File: src/sparse_polynomial_add_unit_assert.svh
// ----------------------------------------------------------------------------
// sparse polynomial add unit assertion macros
// shared property forms for the unit's concurrent checks
// ----------------------------------------------------------------------------
`ifndef SPARSE_POLYNOMIAL_ADD_UNIT_ASSERT_SVH
`define SPARSE_POLYNOMIAL_ADD_UNIT_ASSERT_SVH

// same-cycle implication
`define SPA_ASSERT_NOW(label, clk, rst, ante, cons) \
   label: assert property (@(posedge clk) disable iff (rst) (ante) |-> (cons)) \
      else $error("spa assertion failed");

// next-cycle implication
`define SPA_ASSERT_NEXT(label, clk, rst, ante, cons) \
   label: assert property (@(posedge clk) disable iff (rst) (ante) |=> (cons)) \
      else $error("spa assertion failed");

`endif

File: src/spa_pkg.sv
// ----------------------------------------------------------------------------
// spa_pkg
// widths, term and command types of the sparse polynomial add unit
// ----------------------------------------------------------------------------
package spa_pkg;

   localparam int MAX_TERMS     = 32;
   localparam int COEFF_BITS    = 16;
   localparam int POWER_BITS    = 8;
   localparam int SUM_BITS      = COEFF_BITS + 1;
   localparam int ADDR_BITS     = (MAX_TERMS > 1) ? $clog2(MAX_TERMS) : 1;
   localparam int COUNT_BITS    = $clog2(MAX_TERMS + 1);
   localparam int FIFO_DEPTH    = 4;
   localparam int FIFO_PTR_BITS = $clog2(FIFO_DEPTH);
   localparam int FIFO_CNT_BITS = $clog2(FIFO_DEPTH + 1);

   // what the back end has to do with one request
   typedef enum logic [1:0] {
      CMD_FIRST  = 2'd0,   // store into first list
      CMD_SECOND = 2'd1,   // store into second list
      CMD_MERGE  = 2'd2    // store into second list, then merge
   } cmd_kind_type;

   typedef struct packed {
      logic signed [COEFF_BITS-1:0] coeff;
      logic [POWER_BITS-1:0]        power;
   } term_type;

   typedef struct packed {
      cmd_kind_type kind;
      term_type     term;
   } cmd_type;

   typedef struct packed {
      logic empty;
      logic full;
   } fifo_stat_type;

endpackage

File: src/spa_if.sv
// ----------------------------------------------------------------------------
// spa channel interfaces
// request and response channels with valid / ready handshake
// ----------------------------------------------------------------------------
interface spa_req_if;
   logic                                valid;
   logic                                ready;
   logic                                second_poly;
   logic signed [spa_pkg::COEFF_BITS-1:0] in_coeff;
   logic [spa_pkg::POWER_BITS-1:0]      in_power;
   logic                                end_of_poly;

   modport source (output valid, second_poly, in_coeff, in_power, end_of_poly,
                   input ready);
   modport sink (input valid, second_poly, in_coeff, in_power, end_of_poly,
                 output ready);
endinterface

interface spa_rsp_if;
   logic                                valid;
   logic                                ready;
   logic signed [spa_pkg::SUM_BITS-1:0] out_coeff;
   logic [spa_pkg::POWER_BITS-1:0]      out_power;
   logic                                last_term;
   logic                                dropped_terms;

   modport source (output valid, out_coeff, out_power, last_term, dropped_terms,
                   input ready);
   modport sink (input valid, out_coeff, out_power, last_term, dropped_terms,
                 output ready);
endinterface

File: src/spa_front.sv
// ----------------------------------------------------------------------------
// spa_front
// accepts requests and classifies them into back end commands
// ----------------------------------------------------------------------------
module spa_front (
   spa_req_if.sink                req,
   input  spa_pkg::fifo_stat_type stat,
   output logic                   push,
   output spa_pkg::cmd_type       cmd
);

   assign req.ready = !stat.full;
   assign push      = req.valid && !stat.full;

   always_comb begin
      cmd.term.coeff = req.in_coeff;
      cmd.term.power = req.in_power;
      priority if (!req.second_poly) begin
         cmd.kind = spa_pkg::CMD_FIRST;
      end else if (req.end_of_poly) begin
         cmd.kind = spa_pkg::CMD_MERGE;
      end else begin
         cmd.kind = spa_pkg::CMD_SECOND;
      end
   end

endmodule

File: src/spa_cmd_fifo.sv
// ----------------------------------------------------------------------------
// spa_cmd_fifo
// short command queue between front and back end
// ----------------------------------------------------------------------------
module spa_cmd_fifo (
   input  logic                   clock,
   input  logic                   reset,
   input  logic                   push,
   input  spa_pkg::cmd_type       push_cmd,
   input  logic                   pop,
   output spa_pkg::cmd_type       head_cmd,
   output spa_pkg::fifo_stat_type stat
);

   spa_pkg::cmd_type                   slot_ff [spa_pkg::FIFO_DEPTH];
   logic [spa_pkg::FIFO_PTR_BITS-1:0]  wr_ptr_ff, wr_ptr_in;
   logic [spa_pkg::FIFO_PTR_BITS-1:0]  rd_ptr_ff, rd_ptr_in;
   logic [spa_pkg::FIFO_CNT_BITS-1:0]  count_ff, count_in;

   assign stat.empty = (count_ff == '0);
   assign stat.full  = (count_ff == spa_pkg::FIFO_CNT_BITS'(spa_pkg::FIFO_DEPTH));
   assign head_cmd   = slot_ff[rd_ptr_ff];

   always_comb begin
      wr_ptr_in = push ? wr_ptr_ff + 1'b1 : wr_ptr_ff;
      rd_ptr_in = pop ? rd_ptr_ff + 1'b1 : rd_ptr_ff;
      count_in  = count_ff;
      unique case ({push, pop})
         2'b10:   count_in = count_ff + 1'b1;
         2'b01:   count_in = count_ff - 1'b1;
         default: count_in = count_ff;
      endcase
   end

   always_ff @(posedge clock) begin
      if (reset) begin
         wr_ptr_ff <= '0;
         rd_ptr_ff <= '0;
         count_ff  <= '0;
      end else begin
         wr_ptr_ff <= wr_ptr_in;
         rd_ptr_ff <= rd_ptr_in;
         count_ff  <= count_in;
      end
   end

   always_ff @(posedge clock) begin
      if (push) begin
         slot_ff[wr_ptr_ff] <= push_cmd;
      end
   end

endmodule

File: src/spa_back.sv
// ----------------------------------------------------------------------------
// spa_back
// term stores and merge engine with the response register
// ----------------------------------------------------------------------------
module spa_back (
   input  logic                   clock,
   input  logic                   reset,
   input  spa_pkg::cmd_type       cmd,
   input  spa_pkg::fifo_stat_type stat,
   output logic                   pop,
   spa_rsp_if.source              rsp
);

   typedef enum logic [2:0] {
      ST_IDLE  = 3'b001,
      ST_PRIME = 3'b010,
      ST_MERGE = 3'b100
   } state_type;

   localparam int AW = spa_pkg::ADDR_BITS;
   localparam int CW = spa_pkg::COUNT_BITS;
   localparam int SW = spa_pkg::SUM_BITS;
   localparam int KW = spa_pkg::COEFF_BITS;

   state_type                 state_ff, state_in;
   logic [CW-1:0]             first_count_ff, first_count_in;
   logic [CW-1:0]             second_count_ff, second_count_in;
   logic [CW-1:0]             i_ff, i_in;
   logic [CW-1:0]             j_ff, j_in;
   logic                      overflow_ff, overflow_in;

   spa_pkg::term_type         first_terms_ff [spa_pkg::MAX_TERMS];
   spa_pkg::term_type         second_terms_ff [spa_pkg::MAX_TERMS];
   spa_pkg::term_type         first_rd_ff, second_rd_ff;
   logic                      first_wr, second_wr;

   logic                      out_valid_ff, out_valid_in;
   logic signed [SW-1:0]      out_coeff_ff, out_coeff_in;
   logic [spa_pkg::POWER_BITS-1:0] out_power_ff, out_power_in;
   logic                      out_last_ff, out_last_in;
   logic                      out_drop_ff, out_drop_in;

   logic                      first_ok, second_ok, out_free, emit;
   logic                      take_first, take_second;
   logic                      first_room, second_room;
   logic signed [SW-1:0]      first_ext, second_ext;

   assign first_ok    = (i_ff < first_count_ff);
   assign second_ok   = (j_ff < second_count_ff);
   assign out_free    = !out_valid_ff || rsp.ready;
   assign pop         = (state_ff == ST_IDLE) && !stat.empty;
   assign first_room  = (first_count_ff < CW'(spa_pkg::MAX_TERMS));
   assign second_room = (second_count_ff < CW'(spa_pkg::MAX_TERMS));
   assign first_wr    = pop && (cmd.kind == spa_pkg::CMD_FIRST) && first_room;
   assign second_wr   = pop && (cmd.kind != spa_pkg::CMD_FIRST) && second_room;
   assign first_ext   = {first_rd_ff.coeff[KW-1], first_rd_ff.coeff};
   assign second_ext  = {second_rd_ff.coeff[KW-1], second_rd_ff.coeff};

   always_comb begin
      take_first  = 1'b0;
      take_second = 1'b0;
      unique case ({first_ok, second_ok})
         2'b11: begin
            take_first  = (first_rd_ff.power >= second_rd_ff.power);
            take_second = (first_rd_ff.power <= second_rd_ff.power);
         end
         2'b10:   take_first = 1'b1;
         2'b01:   take_second = 1'b1;
         default: ;
      endcase
   end

   assign emit = (state_ff == ST_MERGE) && out_free && (first_ok || second_ok);

   always_comb begin
      state_in        = state_ff;
      first_count_in  = first_count_ff;
      second_count_in = second_count_ff;
      overflow_in     = overflow_ff;
      i_in            = i_ff;
      j_in            = j_ff;
      out_valid_in    = out_valid_ff && !rsp.ready;
      out_coeff_in    = out_coeff_ff;
      out_power_in    = out_power_ff;
      out_last_in     = out_last_ff;
      out_drop_in     = out_drop_ff;

      unique case (state_ff)
         ST_IDLE: begin
            if (pop) begin
               if (cmd.kind == spa_pkg::CMD_FIRST) begin
                  if (first_room) begin
                     first_count_in = first_count_ff + 1'b1;
                  end else begin
                     overflow_in = 1'b1;
                  end
               end else begin
                  if (second_room) begin
                     second_count_in = second_count_ff + 1'b1;
                  end else begin
                     overflow_in = 1'b1;
                  end
               end
               if (cmd.kind == spa_pkg::CMD_MERGE) begin
                  state_in = ST_PRIME;
               end
            end
         end
         ST_PRIME: begin
            // the read registers load the list heads as this state ends
            state_in = ST_MERGE;
         end
         ST_MERGE: begin
            if (emit) begin
               if (take_first) begin
                  i_in = i_ff + 1'b1;
               end
               if (take_second) begin
                  j_in = j_ff + 1'b1;
               end
               out_valid_in = 1'b1;
               out_drop_in  = overflow_ff;
               unique case ({take_first, take_second})
                  2'b11: begin
                     out_coeff_in = first_ext + second_ext;
                     out_power_in = first_rd_ff.power;
                  end
                  2'b10: begin
                     out_coeff_in = first_ext;
                     out_power_in = first_rd_ff.power;
                  end
                  default: begin
                     out_coeff_in = second_ext;
                     out_power_in = second_rd_ff.power;
                  end
               endcase
               out_last_in = (i_in >= first_count_ff) && (j_in >= second_count_ff);
            end
            if ((emit && out_last_in) || (!first_ok && !second_ok)) begin
               state_in        = ST_IDLE;
               first_count_in  = '0;
               second_count_in = '0;
               overflow_in     = 1'b0;
               i_in            = '0;
               j_in            = '0;
            end
         end
         default: state_in = ST_IDLE;
      endcase
   end

   always_ff @(posedge clock) begin
      if (reset) begin
         state_ff        <= ST_IDLE;
         first_count_ff  <= '0;
         second_count_ff <= '0;
         overflow_ff     <= 1'b0;
         i_ff            <= '0;
         j_ff            <= '0;
         out_valid_ff    <= 1'b0;
      end else begin
         state_ff        <= state_in;
         first_count_ff  <= first_count_in;
         second_count_ff <= second_count_in;
         overflow_ff     <= overflow_in;
         i_ff            <= i_in;
         j_ff            <= j_in;
         out_valid_ff    <= out_valid_in;
      end
   end

   always_ff @(posedge clock) begin
      out_coeff_ff <= out_coeff_in;
      out_power_ff <= out_power_in;
      out_last_ff  <= out_last_in;
      out_drop_ff  <= out_drop_in;
   end

   // term stores, one write and one registered read each
   always_ff @(posedge clock) begin
      if (first_wr) begin
         first_terms_ff[first_count_ff[AW-1:0]] <= cmd.term;
      end
      first_rd_ff <= first_terms_ff[i_in[AW-1:0]];
   end

   always_ff @(posedge clock) begin
      if (second_wr) begin
         second_terms_ff[second_count_ff[AW-1:0]] <= cmd.term;
      end
      second_rd_ff <= second_terms_ff[j_in[AW-1:0]];
   end

   assign rsp.valid         = out_valid_ff;
   assign rsp.out_coeff     = out_coeff_ff;
   assign rsp.out_power     = out_power_ff;
   assign rsp.last_term     = out_last_ff;
   assign rsp.dropped_terms = out_drop_ff;

endmodule

File: src/sparse_polynomial_add_unit.sv
// ----------------------------------------------------------------------------
// sparse_polynomial_add_unit
// adds two sparse polynomials given as descending-power term lists
// ----------------------------------------------------------------------------
//  channel   direction  handshake      payload
//  req_ch    in         valid / ready  second_poly, in_coeff, in_power, end_of_poly
//  rsp_ch    out        valid / ready  out_coeff, out_power, last_term, dropped_terms
//
//  a request is stored into its term list once the idle back end takes it from the queue
//  a final second-list request starts the merge: the prime state reads the list heads,
//  then the merge state gives one result term a cycle unless the response is stalled
//  the command queue holds four requests, so the front keeps taking requests
//  while a merge runs; it stalls only when the queue is full
//  a stalled response holds in the output register and freezes the merge
//  synchronous reset empties both lists and the queue; term stores need no clearing
// ----------------------------------------------------------------------------
`include "sparse_polynomial_add_unit_assert.svh"

module sparse_polynomial_add_unit (
   input  logic       clock,
   input  logic       reset,
   spa_req_if.sink    req_ch,
   spa_rsp_if.source  rsp_ch
);

   // front to queue
   logic                   push;
   spa_pkg::cmd_type       push_cmd;

   // queue to back end
   logic                   pop;
   spa_pkg::cmd_type       head_cmd;
   spa_pkg::fifo_stat_type stat;

   // request classification
   spa_front u_front (
      .req  (req_ch),
      .stat (stat),
      .push (push),
      .cmd  (push_cmd)
   );

   // decoupling queue
   spa_cmd_fifo u_fifo (
      .clock    (clock),
      .reset    (reset),
      .push     (push),
      .push_cmd (push_cmd),
      .pop      (pop),
      .head_cmd (head_cmd),
      .stat     (stat)
   );

   // list stores and merge
   spa_back u_back (
      .clock (clock),
      .reset (reset),
      .cmd   (head_cmd),
      .stat  (stat),
      .pop   (pop),
      .rsp   (rsp_ch)
   );

   // no write into a full queue, no read from an empty one
   `SPA_ASSERT_NOW(a_no_push_full, clock, reset, push, !stat.full)
   `SPA_ASSERT_NOW(a_no_pop_empty, clock, reset, pop, !stat.empty)
   // a stalled response stays offered and unchanged
   `SPA_ASSERT_NEXT(a_rsp_hold_valid, clock, reset, rsp_ch.valid && !rsp_ch.ready, rsp_ch.valid)
   `SPA_ASSERT_NEXT(a_rsp_hold_data, clock, reset, rsp_ch.valid && !rsp_ch.ready, $stable(rsp_ch.out_coeff) && $stable(rsp_ch.out_power) && $stable(rsp_ch.last_term))

endmodule

File: src/flat_wrapper.sv
// flat-port wrapper written by rule: the top's interface ports become plain ports
module sparse_polynomial_add_unit_flat 
  (clock, reset, req_ch_valid, req_ch_second_poly, req_ch_in_coeff, req_ch_in_power, req_ch_end_of_poly, req_ch_ready, rsp_ch_valid, rsp_ch_out_coeff, rsp_ch_out_power, rsp_ch_last_term, rsp_ch_dropped_terms, rsp_ch_ready);
  spa_req_if req_ch_i ();
  spa_rsp_if rsp_ch_i ();
  input  logic clock;
  input  logic reset;
  input wire logic [$bits(req_ch_i.valid)-1:0] req_ch_valid;
  input wire logic [$bits(req_ch_i.second_poly)-1:0] req_ch_second_poly;
  input wire logic [$bits(req_ch_i.in_coeff)-1:0] req_ch_in_coeff;
  input wire logic [$bits(req_ch_i.in_power)-1:0] req_ch_in_power;
  input wire logic [$bits(req_ch_i.end_of_poly)-1:0] req_ch_end_of_poly;
  output wire logic [$bits(req_ch_i.ready)-1:0] req_ch_ready;
  output wire logic [$bits(rsp_ch_i.valid)-1:0] rsp_ch_valid;
  output wire logic [$bits(rsp_ch_i.out_coeff)-1:0] rsp_ch_out_coeff;
  output wire logic [$bits(rsp_ch_i.out_power)-1:0] rsp_ch_out_power;
  output wire logic [$bits(rsp_ch_i.last_term)-1:0] rsp_ch_last_term;
  output wire logic [$bits(rsp_ch_i.dropped_terms)-1:0] rsp_ch_dropped_terms;
  input wire logic [$bits(rsp_ch_i.ready)-1:0] rsp_ch_ready;
  assign req_ch_i.valid = req_ch_valid;
  assign req_ch_i.second_poly = req_ch_second_poly;
  assign req_ch_i.in_coeff = req_ch_in_coeff;
  assign req_ch_i.in_power = req_ch_in_power;
  assign req_ch_i.end_of_poly = req_ch_end_of_poly;
  assign req_ch_ready = req_ch_i.ready;
  assign rsp_ch_valid = rsp_ch_i.valid;
  assign rsp_ch_out_coeff = rsp_ch_i.out_coeff;
  assign rsp_ch_out_power = rsp_ch_i.out_power;
  assign rsp_ch_last_term = rsp_ch_i.last_term;
  assign rsp_ch_dropped_terms = rsp_ch_i.dropped_terms;
  assign rsp_ch_i.ready = rsp_ch_ready;
  sparse_polynomial_add_unit u_core (.clock(clock), .reset(reset), .req_ch(req_ch_i), .rsp_ch(rsp_ch_i));
endmodule
File: config.mk
export PLATFORM = sky130hd
export DESIGN_NAME = sparse_polynomial_add_unit_flat
export DESIGN_NICKNAME = d
export VERILOG_FILES = /design/src/spa_pkg.sv /design/src/spa_if.sv /design/src/spa_front.sv /design/src/spa_cmd_fifo.sv /design/src/spa_back.sv /design/src/sparse_polynomial_add_unit.sv /design/src/flat_wrapper.sv
export VERILOG_INCLUDE_DIRS = /design/src /design/src/src
export SDC_FILE = /design/constraint.sdc
export NUM_CORES = 2
export LEC_CHECK = 0
export ABC_AREA = 1
export ABC_CLOCK_PERIOD_IN_PS = 8200
export BUFFER_PORTS_ARGS = -buffer_cell sky130_fd_sc_hd__buf_2
export CAP_MARGIN = 20
export CORE_UTILIZATION = 35
export DETAILED_ROUTE_END_ITERATION = 10
export PLACE_DENSITY = 0.52
export SYNTH_ARGS = -nofsm -noshare
export SYNTH_HDL_FRONTEND = slang
export SYNTH_SLANG_ARGS = --single-unit
File: constraint.sdc
create_clock -name clock -period 8.2 [get_ports clock]
set_input_delay 1.64 -clock clock [delete_from_list [all_inputs] [get_ports clock]]
set_output_delay 1.64 -clock clock [all_outputs]
set_load 0.05 [all_outputs]
# After elaboration in Yosys (flattened, before gate mapping)
# Memory sizes are Yosys's and may differ from the RTL's. A register that Yosys moved wholly into a read port is not among the register bits.
# Cells that the tools add are included.
[op_classes] n_mul=0 n_mux=50 n_shift=0 eq_ne=21 magnitude_cmp=8 div_mod_pow=0 n_reduce_logical=34 n_bitwise=0 add_sub_neg=9
[op_table] cell="two-way mux 6 bit" n=17
[op_table] cell="case mux 17 bit (2 select lines)" n=1
[op_table] cell="adder 6 x 1 -> 6 bit, second input constant" n=4
[op_table] cell="case mux 6 bit (2 select lines)" n=2
[op_table] cell="adder 16 x 16 -> 17 bit" n=1
[op_table] cell="two-way mux 1 bit" n=15
[op_table] cell="AND reduction 5 bit" n=3
[op_table] cell="equality test 2 bit, second input constant" n=6
[op_table] cell="greater-or-equal comparator 6 bit" n=2
[op_table] cell="logical AND 1 bit" n=12
[op_table] cell="less-than comparator 6 bit" n=2
[op_table] cell="less-than comparator 6 bit, second input constant" n=2
[op_table] cell="two-way mux 5 bit" n=2
[op_table] cell="two-way mux 3 bit" n=3
[op_table] cell="case mux 3 bit (3 select lines)" n=1
[op_table] cell="greater-or-equal comparator 8 bit" n=1
[op_table] cell="less-or-equal comparator 8 bit" n=1
[op_table] cell="two-way mux 2 bit" n=4
[op_table] cell="two-way mux 8 bit" n=1
[op_table] cell="inequality test 2 bit, second input constant" n=4
[op_table] cell="nonzero test 2 bit" n=4
[op_table] cell="equality test 3 bit, second input constant" n=2
[op_table] cell="zero test 1 bit" n=6
[op_table] cell="inequality test 2 x 1 -> 1 bit, second input constant" n=3
[op_table] cell="other kinds (16)" n=23
[word_totals] latchBits=0 in_bits=30 word_cells=141 mem_bits_ro=0 reg_bits=63 ramBits=1640 memories=3 out_inout_bits=29
[mem_list] memory="u_core.u_back.first_terms_ff" words=32 word_bits=24 rd=1 rd_clocked_by_memory_dff=1 write_ports=1 line="spa_back.sv:32" rtl="spa_pkg::term_type first_terms_ff [spa_pkg::MAX_TERMS];"
[mem_list] memory="u_core.u_back.second_terms_ff" words=32 word_bits=24 rd=1 rd_clocked_by_memory_dff=1 write_ports=1 line="spa_back.sv:33" rtl="spa_pkg::term_type second_terms_ff [spa_pkg::MAX_TERMS];"
[mem_list] memory="u_core.u_fifo.slot_ff" words=4 word_bits=26 rd=1 rd_clocked_by_memory_dff=1 write_ports=1 line="spa_cmd_fifo.sv:15" rtl="spa_pkg::cmd_type slot_ff [spa_pkg::FIFO_DEPTH];"

# Longest topological paths before layout
[logic_depth] depth_word=14 ltp_mapped=36 depth_no_buf=34

# Hierarchy
# A second synthesis with hierarchy kept.
[unflattened] cells_unflattened=7050 hier_area_um2=77420.5
[by_module_without_submodules] module="spa_back" n_inst=1 cells_each=6710 area_per_inst_um2=72919.9
[by_module_without_submodules] module="spa_cmd_fifo" n_inst=1 cells_each=309 area_per_inst_um2=4291.6
[by_module_without_submodules] module="spa_front" n_inst=1 cells_each=31 area_per_inst_um2=209.0

# Worst setup path before layout
# OpenSTA, ideal clock, no wires.
[synth_path] path_kind="reg2reg" from="reg u_core.u_back.second_count_ff[4]" to="reg, netlist name u_core.u_back.first_ext[0]" synth_period_minus_slack_ns=3.897 path_stages_with_launch=31 arrival_time_ns=3.784 setup_ns=0.113 setup_slack_ns=4.303 path_buffers=3 required_time_ns=8.087 path_cell_list="dfxtp_1 clkbuf_1 inv_1 ha_1 nand2_1 inv_1 a21oi_1 nand2_2 nor2_1 nand2_2 nand2_2 nor2_1 nand3_1 xor2_1 inv_1 ha_1 a21o_1 nor2_1 nand3b_1 nand3_1 nand2_1 buf_4 a21oi_2 nand2_1 o21ai_2 clkbuf_1 nand3_1 nand3_1 nand2_1 nand2_1 nand2_1"
[synth_between] elab_chain_len=14
[synth_rtl] element="from (decl)" line="spa_back.sv:27" rtl="logic [CW-1:0] second_count_ff, second_count_in;"
[synth_rtl] element="from (signal assigned)" line="spa_back.sv:164" rtl="second_count_ff <= second_count_in;"
[synth_rtl] element="less-than comparator 6 bit" line="spa_back.sv:49" rtl="assign second_ok = (j_ff < second_count_ff);"
[synth_rtl] element="equality test 2 bit / equality test 2 x 1 -> 1 bit (equally long branches)" line="spa_back.sv:62" rtl="unique case ({first_ok, second_ok})"
[synth_rtl] element="case mux 1 bit (2 select lines)" line="spa_back.sv:62"
[synth_rtl] element="two-way mux 6 bit (on tied branches)" line="spa_back.sv:115, spa_back.sv:118"
[synth_rtl] element="two-way mux 6 bit" line="spa_back.sv:114" rtl="if (emit) begin"
[synth_rtl] element="two-way mux 6 bit" line="spa_back.sv:88" rtl="unique case (state_ff)"
[synth_rtl] element="greater-or-equal comparator 6 bit" line="spa_back.sv:137" rtl="out_last_in = (i_in >= first_count_ff) && (j_in >= second_count_ff);"
[synth_rtl] element="logical AND 1 bit" line="spa_back.sv:137"
[synth_rtl] element="two-way mux 1 bit" line="spa_back.sv:114"
[synth_rtl] element="two-way mux 1 bit" line="spa_back.sv:88"
[synth_rtl] element="logical AND 1 bit" line="spa_back.sv:139" rtl="if ((emit && out_last_in) || (!first_ok && !second_ok)) begin"
[synth_rtl] element="logical OR 1 bit" line="spa_back.sv:139"
[synth_rtl] element="two-way mux 6 bit (*)" line="spa_back.sv:139"
[synth_rtl] element="two-way mux 5 bit (*)" line="spa_back.sv:88"
# Every way passes the cells marked *; elsewhere a longest branch is shown, timed or not. The select of a mux whose other input is x is not followed.
# A chain may end at the register's enable or synchronous reset.

# Worst setup path in the final report
[layout_path] from="reg u_core.u_back.second_count_ff[4]" to="reg, netlist name u_core.u_back.second_ext[14]"
[layout_between] elab_chain_len=14
[layout_rtl] element="less-than comparator 6 bit" line="spa_back.sv:49"
[layout_rtl] element="equality test 2 bit / equality test 2 x 1 -> 1 bit (equally long branches)" line="spa_back.sv:62"
[layout_rtl] element="case mux 1 bit (2 select lines)" line="spa_back.sv:62"
[layout_rtl] element="two-way mux 6 bit (on tied branches)" line="spa_back.sv:115, spa_back.sv:118"
[layout_rtl] element="two-way mux 6 bit" line="spa_back.sv:114"
[layout_rtl] element="two-way mux 6 bit" line="spa_back.sv:88"
[layout_rtl] element="greater-or-equal comparator 6 bit" line="spa_back.sv:137"
[layout_rtl] element="logical AND 1 bit" line="spa_back.sv:137"
[layout_rtl] element="two-way mux 1 bit" line="spa_back.sv:114"
[layout_rtl] element="two-way mux 1 bit" line="spa_back.sv:88"
[layout_rtl] element="logical AND 1 bit" line="spa_back.sv:139"
[layout_rtl] element="logical OR 1 bit" line="spa_back.sv:139"
[layout_rtl] element="two-way mux 6 bit (*)" line="spa_back.sv:139"
[layout_rtl] element="two-way mux 5 bit (*)" line="spa_back.sv:88"
# Marked as above.

==> metrics.txt <==
# setup viols final 0; Post-DP HPWL 123000 um; first-pass GRT wire length around 340000 um; Synth Area per Inst about 11 sq um; Placement Cell Area between 0.08 and 0.09 sq mm; post-synthesis mux area share 0%; layout cells sized above 1 under 10%; RSZ-0062 raised after global routing false; Hold Slack roughly 430 ps; Clk network pwr share between 30% and 40%; GRT Util Overall 20.5%; Initial Util a little over a third; Max Root-Sink Buffers 3; Synth Cell Area slightly below 0.08 sq mm; initial antenna violation count 19; Sw Pwr between 7 and 8 mW; Peak Freq ~150 MHz; Finished Cell Area between 0.08 and 0.09 sq mm; postcts setup bufs 0; outcome finished clean; Die Ht 472 um; fin worst setup slack 1680 ps; Post-synth EDFFs between 1500 and 2000; Max-Cap Viols 0; final std cells w/o fill a little over 10000; syn nets just over 7000; Slew HR between 20% and 30%; sw frac approximately 30%; Top cell by count, worst path nand2_1; number of synthesized register bits approximately 1800; CP arrival roughly 7200 ps; adder-cell share of the synthesized area 1.04%; die extent in x roughly 470 um; multi-input combinational cell area slightly above 0.02 sq mm; row count around 170; Netlist cell types 44; register area about 0.052 sq mm; critical path type flip-flop to flip-flop; fillers ~21000; clock period minus worst slack between 6000 and 7000 ps; Flop pwr share 48.5%; fin util 39.8%; CP peak stage delay 700 ps; Main synth FF type edfxtp_1; Final ANT Viol Nets 0; crit path launch type flip-flop; Pleak roughly 33 nW; DIE AREA about 0.22 sq mm; maximum vdd drop 0.000230 V; PD cells ~280 mW/mm^2; post-synthesis sequential area ratio around two thirds; routability congestion estimate ~0.83; crit path max fanout 97; clock-pin slew on the worst setup and hold paths 60 ps; post-synthesis simple-gate area fraction 22.7%; largest net degree at the start of global routing 170; CTS Sinks between 1500 and 2000; Core Area between 0.2 and 0.25 sq mm; total CTS buffers between 150 and 200; Logic pwr share roughly 17%; htree depth 4; nets between 7000 and 8000; DRT Pass-1 Iters 5; initial DRC count between 4000 and 5000; GRT overflow 0; Design Power approximately 24 mW; DR vias/cell ~5; Internal between 15 and 20 mW; Routed WL roughly 230000 um; Worst R2R Setup Slack roughly 1700 ps; TritonCTS clock tree done; placed cells just under 10000; Final period util approximately four fifths; xor/xnor share of the synthesized area less than 1%; Root Driver clkbuf_16; Layout area overhead 13.2%; ys async rst share 0%; post-synthesis compound-gate area fraction under 10%; Slew Limit Fails 0; Slowest cell on crit path nand2_4; Worst Skew around 46 ps; # IOs 59; WL/cell ~23 um; Worst setup EP type flip-flop; Final Hold Vio Count 0; Mapped Cells a little over 7000; Place WS 1710 ps; critical path required time 8920 ps; number of global-route vias before repair roughly 50000; Least-Margin Pin Slew 1170 ps; final setup TNS 0 ps; synth warn 0; post-cts hold buffer count 0; post-CTS sizing 0; vias a little over 50000; Post-route DRC 0; Buffers on Ports between 50 and 60; Clk Latency, worst-skew pair about 860 ps; Hold WC Path Type flip-flop to flip-flop; largest family of logic cells by synthesized area simple AND/OR/NAND/NOR gates
[worst max-delay path: cells and delay by family, from the launching register on]
family                   cells  cell delay (ps)
XOR/XNOR                     1              150
AND/OR/NAND/NOR             21             3340
adder cells (fa/ha/maj)      2              590
flip-flops                   1              460
AO/OA/AOI/OAI                2              230
buffers and inverters        7             1440
[worst paths after layout]
kind,endpoint,start,cells after the start
worst max-delay path,u_core.u_back.second_ext[14]$_DFF_P_,u_core.u_back.second_count_ff[4]$_SDFFE_PP0P_,33
worst min-delay path,u_core.u_back.rsp.dropped_terms$_DFFE_PP_,u_core.u_back.overflow_ff$_SDFFE_PP0P_,0
worst max register to register,u_core.u_back.second_ext[14]$_DFF_P_,u_core.u_back.second_count_ff[4]$_SDFFE_PP0P_,33
worst min register to register,u_core.u_back.rsp.dropped_terms$_DFFE_PP_,u_core.u_back.overflow_ff$_SDFFE_PP0P_,0
[layout by cell type (no fill, tap or decap), types with 4 or more instances in the layout]
cell       instances
a21oi_1           55
a21oi_4            4
buf_12            22
buf_2             58
buf_4            136
bufinv_16         10
clkbuf_1          68
clkbuf_16        189
clkbuf_8          14
clkinv_1          29
clkinv_16          8
clkinv_2          28
dfxtp_1           86
edfxtp_1        1667
ha_1              61
inv_1           1011
inv_2              8
inv_6              4
nand2_1         1325
nand2_2            5
nand2_4            5
nand3_1         1612
nand3b_1         481
nor2_1           109
nor2_2            64
nor2_4             8
nor3_1             9
o211ai_1          11
o21ai_0           81
o21ai_4            6
o22ai_4           24
xor2_1            13
[logic make-up after synthesis]
| group | after synthesis |
|---|---|
| AO/OA/AOI/OAI | 207 |
| XOR/XNOR | 14 |
| adder cells (fa/ha/maj) | 63 |
| buffers and inverters | 1453 |
| flip-flops | 1753 |
| AND/OR/NAND/NOR | 3631 |
[routing by layer]
metal	vias to the layer above	GRT usage, %	wire [um]
met2	1653	31.8	105000
li1	24200	-	-
met1	25700	29.1	104000
met5	-	0	138
met3	354	2.77	14100
met4	22	7.76	8290
[registers in the layout, summed over array words and instances (netlist names), named ones only]
| signal | flops |
|---|---|
| u_core.u_back.second_count_ff | 6 |
| u_core.u_fifo.count_ff | 3 |
| u_core.u_fifo.wr_ptr_ff | 2 |
| u_core.u_back.first_ext | 16 |
| u_core.u_back.rsp.out_coeff | 17 |
| u_core.u_back.i_ff | 6 |
| u_core.u_back.rsp.dropped_terms | 1 |
| u_core.u_fifo.slot_ff | 104 |
| u_core.u_back.first_terms_ff | 768 |
| u_core.u_back.second_rd_ff | 8 |
| u_core.u_back.rsp.last_term | 1 |
| u_core.u_back.j_ff | 6 |
| u_core.u_back.state_ff | 3 |
| u_core.u_fifo.rd_ptr_ff | 2 |
| u_core.u_back.overflow_ff | 1 |
| u_core.u_back.second_ext | 16 |
| u_core.u_back.rsp.out_power | 8 |
| u_core.u_back.rsp.valid | 1 |
| u_core.u_back.second_terms_ff | 768 |
| u_core.u_back.first_count_ff | 6 |
| u_core.u_back.first_rd_ff | 8 |
[final cells by class]
type	count	share of cell area [%]
Antenna cell	3	0.00858
Clock buffer	271	5.92
Clock inverter	85	1.07
Inverter	1022	4.39
Multi-Input combinational cell	3915	23.3
Sequential cell	1753	59.2
Tap cell	2871	4.11
Timing Repair Buffer	217	2.03
[power groups by stage]
stage          Combinational, mW  Sequential (mW)  Clock [mW]
3_5_place_dp                4.15             12.0           0
2_1_floorplan               1.95             12.0           0
3_3_place_gp                4.07             12.0           0
4_1_cts                     4.15             11.8        8.57
6_report                    4.13             11.8        8.42
5_1_grt                     4.47             11.9        8.88
[cells in the mapped netlist (3+ instances only)]
cell	n	share of area, %
edfxtp_1	1667	65
nand3_1	1612	10
nand2_1	1330	6.5
inv_1	1011	4.9
nand3b_1	481	4.7
buf_2	204	1.3
clkbuf_1	177	0.86
nor2_1	176	0.85
dfxtp_1	86	2.2
o21ai_0	81	0.52
ha_1	61	0.99
a21oi_1	56	0.36
buf_4	34	0.33
o22ai_1	24	0.19
buf_1	16	0.078
xor2_1	13	0.15
o211ai_1	11	0.11
nor3_1	10	0.065
inv_2	9	0.044
nand2_2	6	0.049
o21ai_2	6	0.068
a21oi_2	5	0.057
nor2_2	5	0.040
o21ai_1	5	0.032
a211oi_1	3	0.029
o21a_1	3	0.029
o31ai_1	3	0.029
Note: power is estimated with default switching activity, not from simulation.
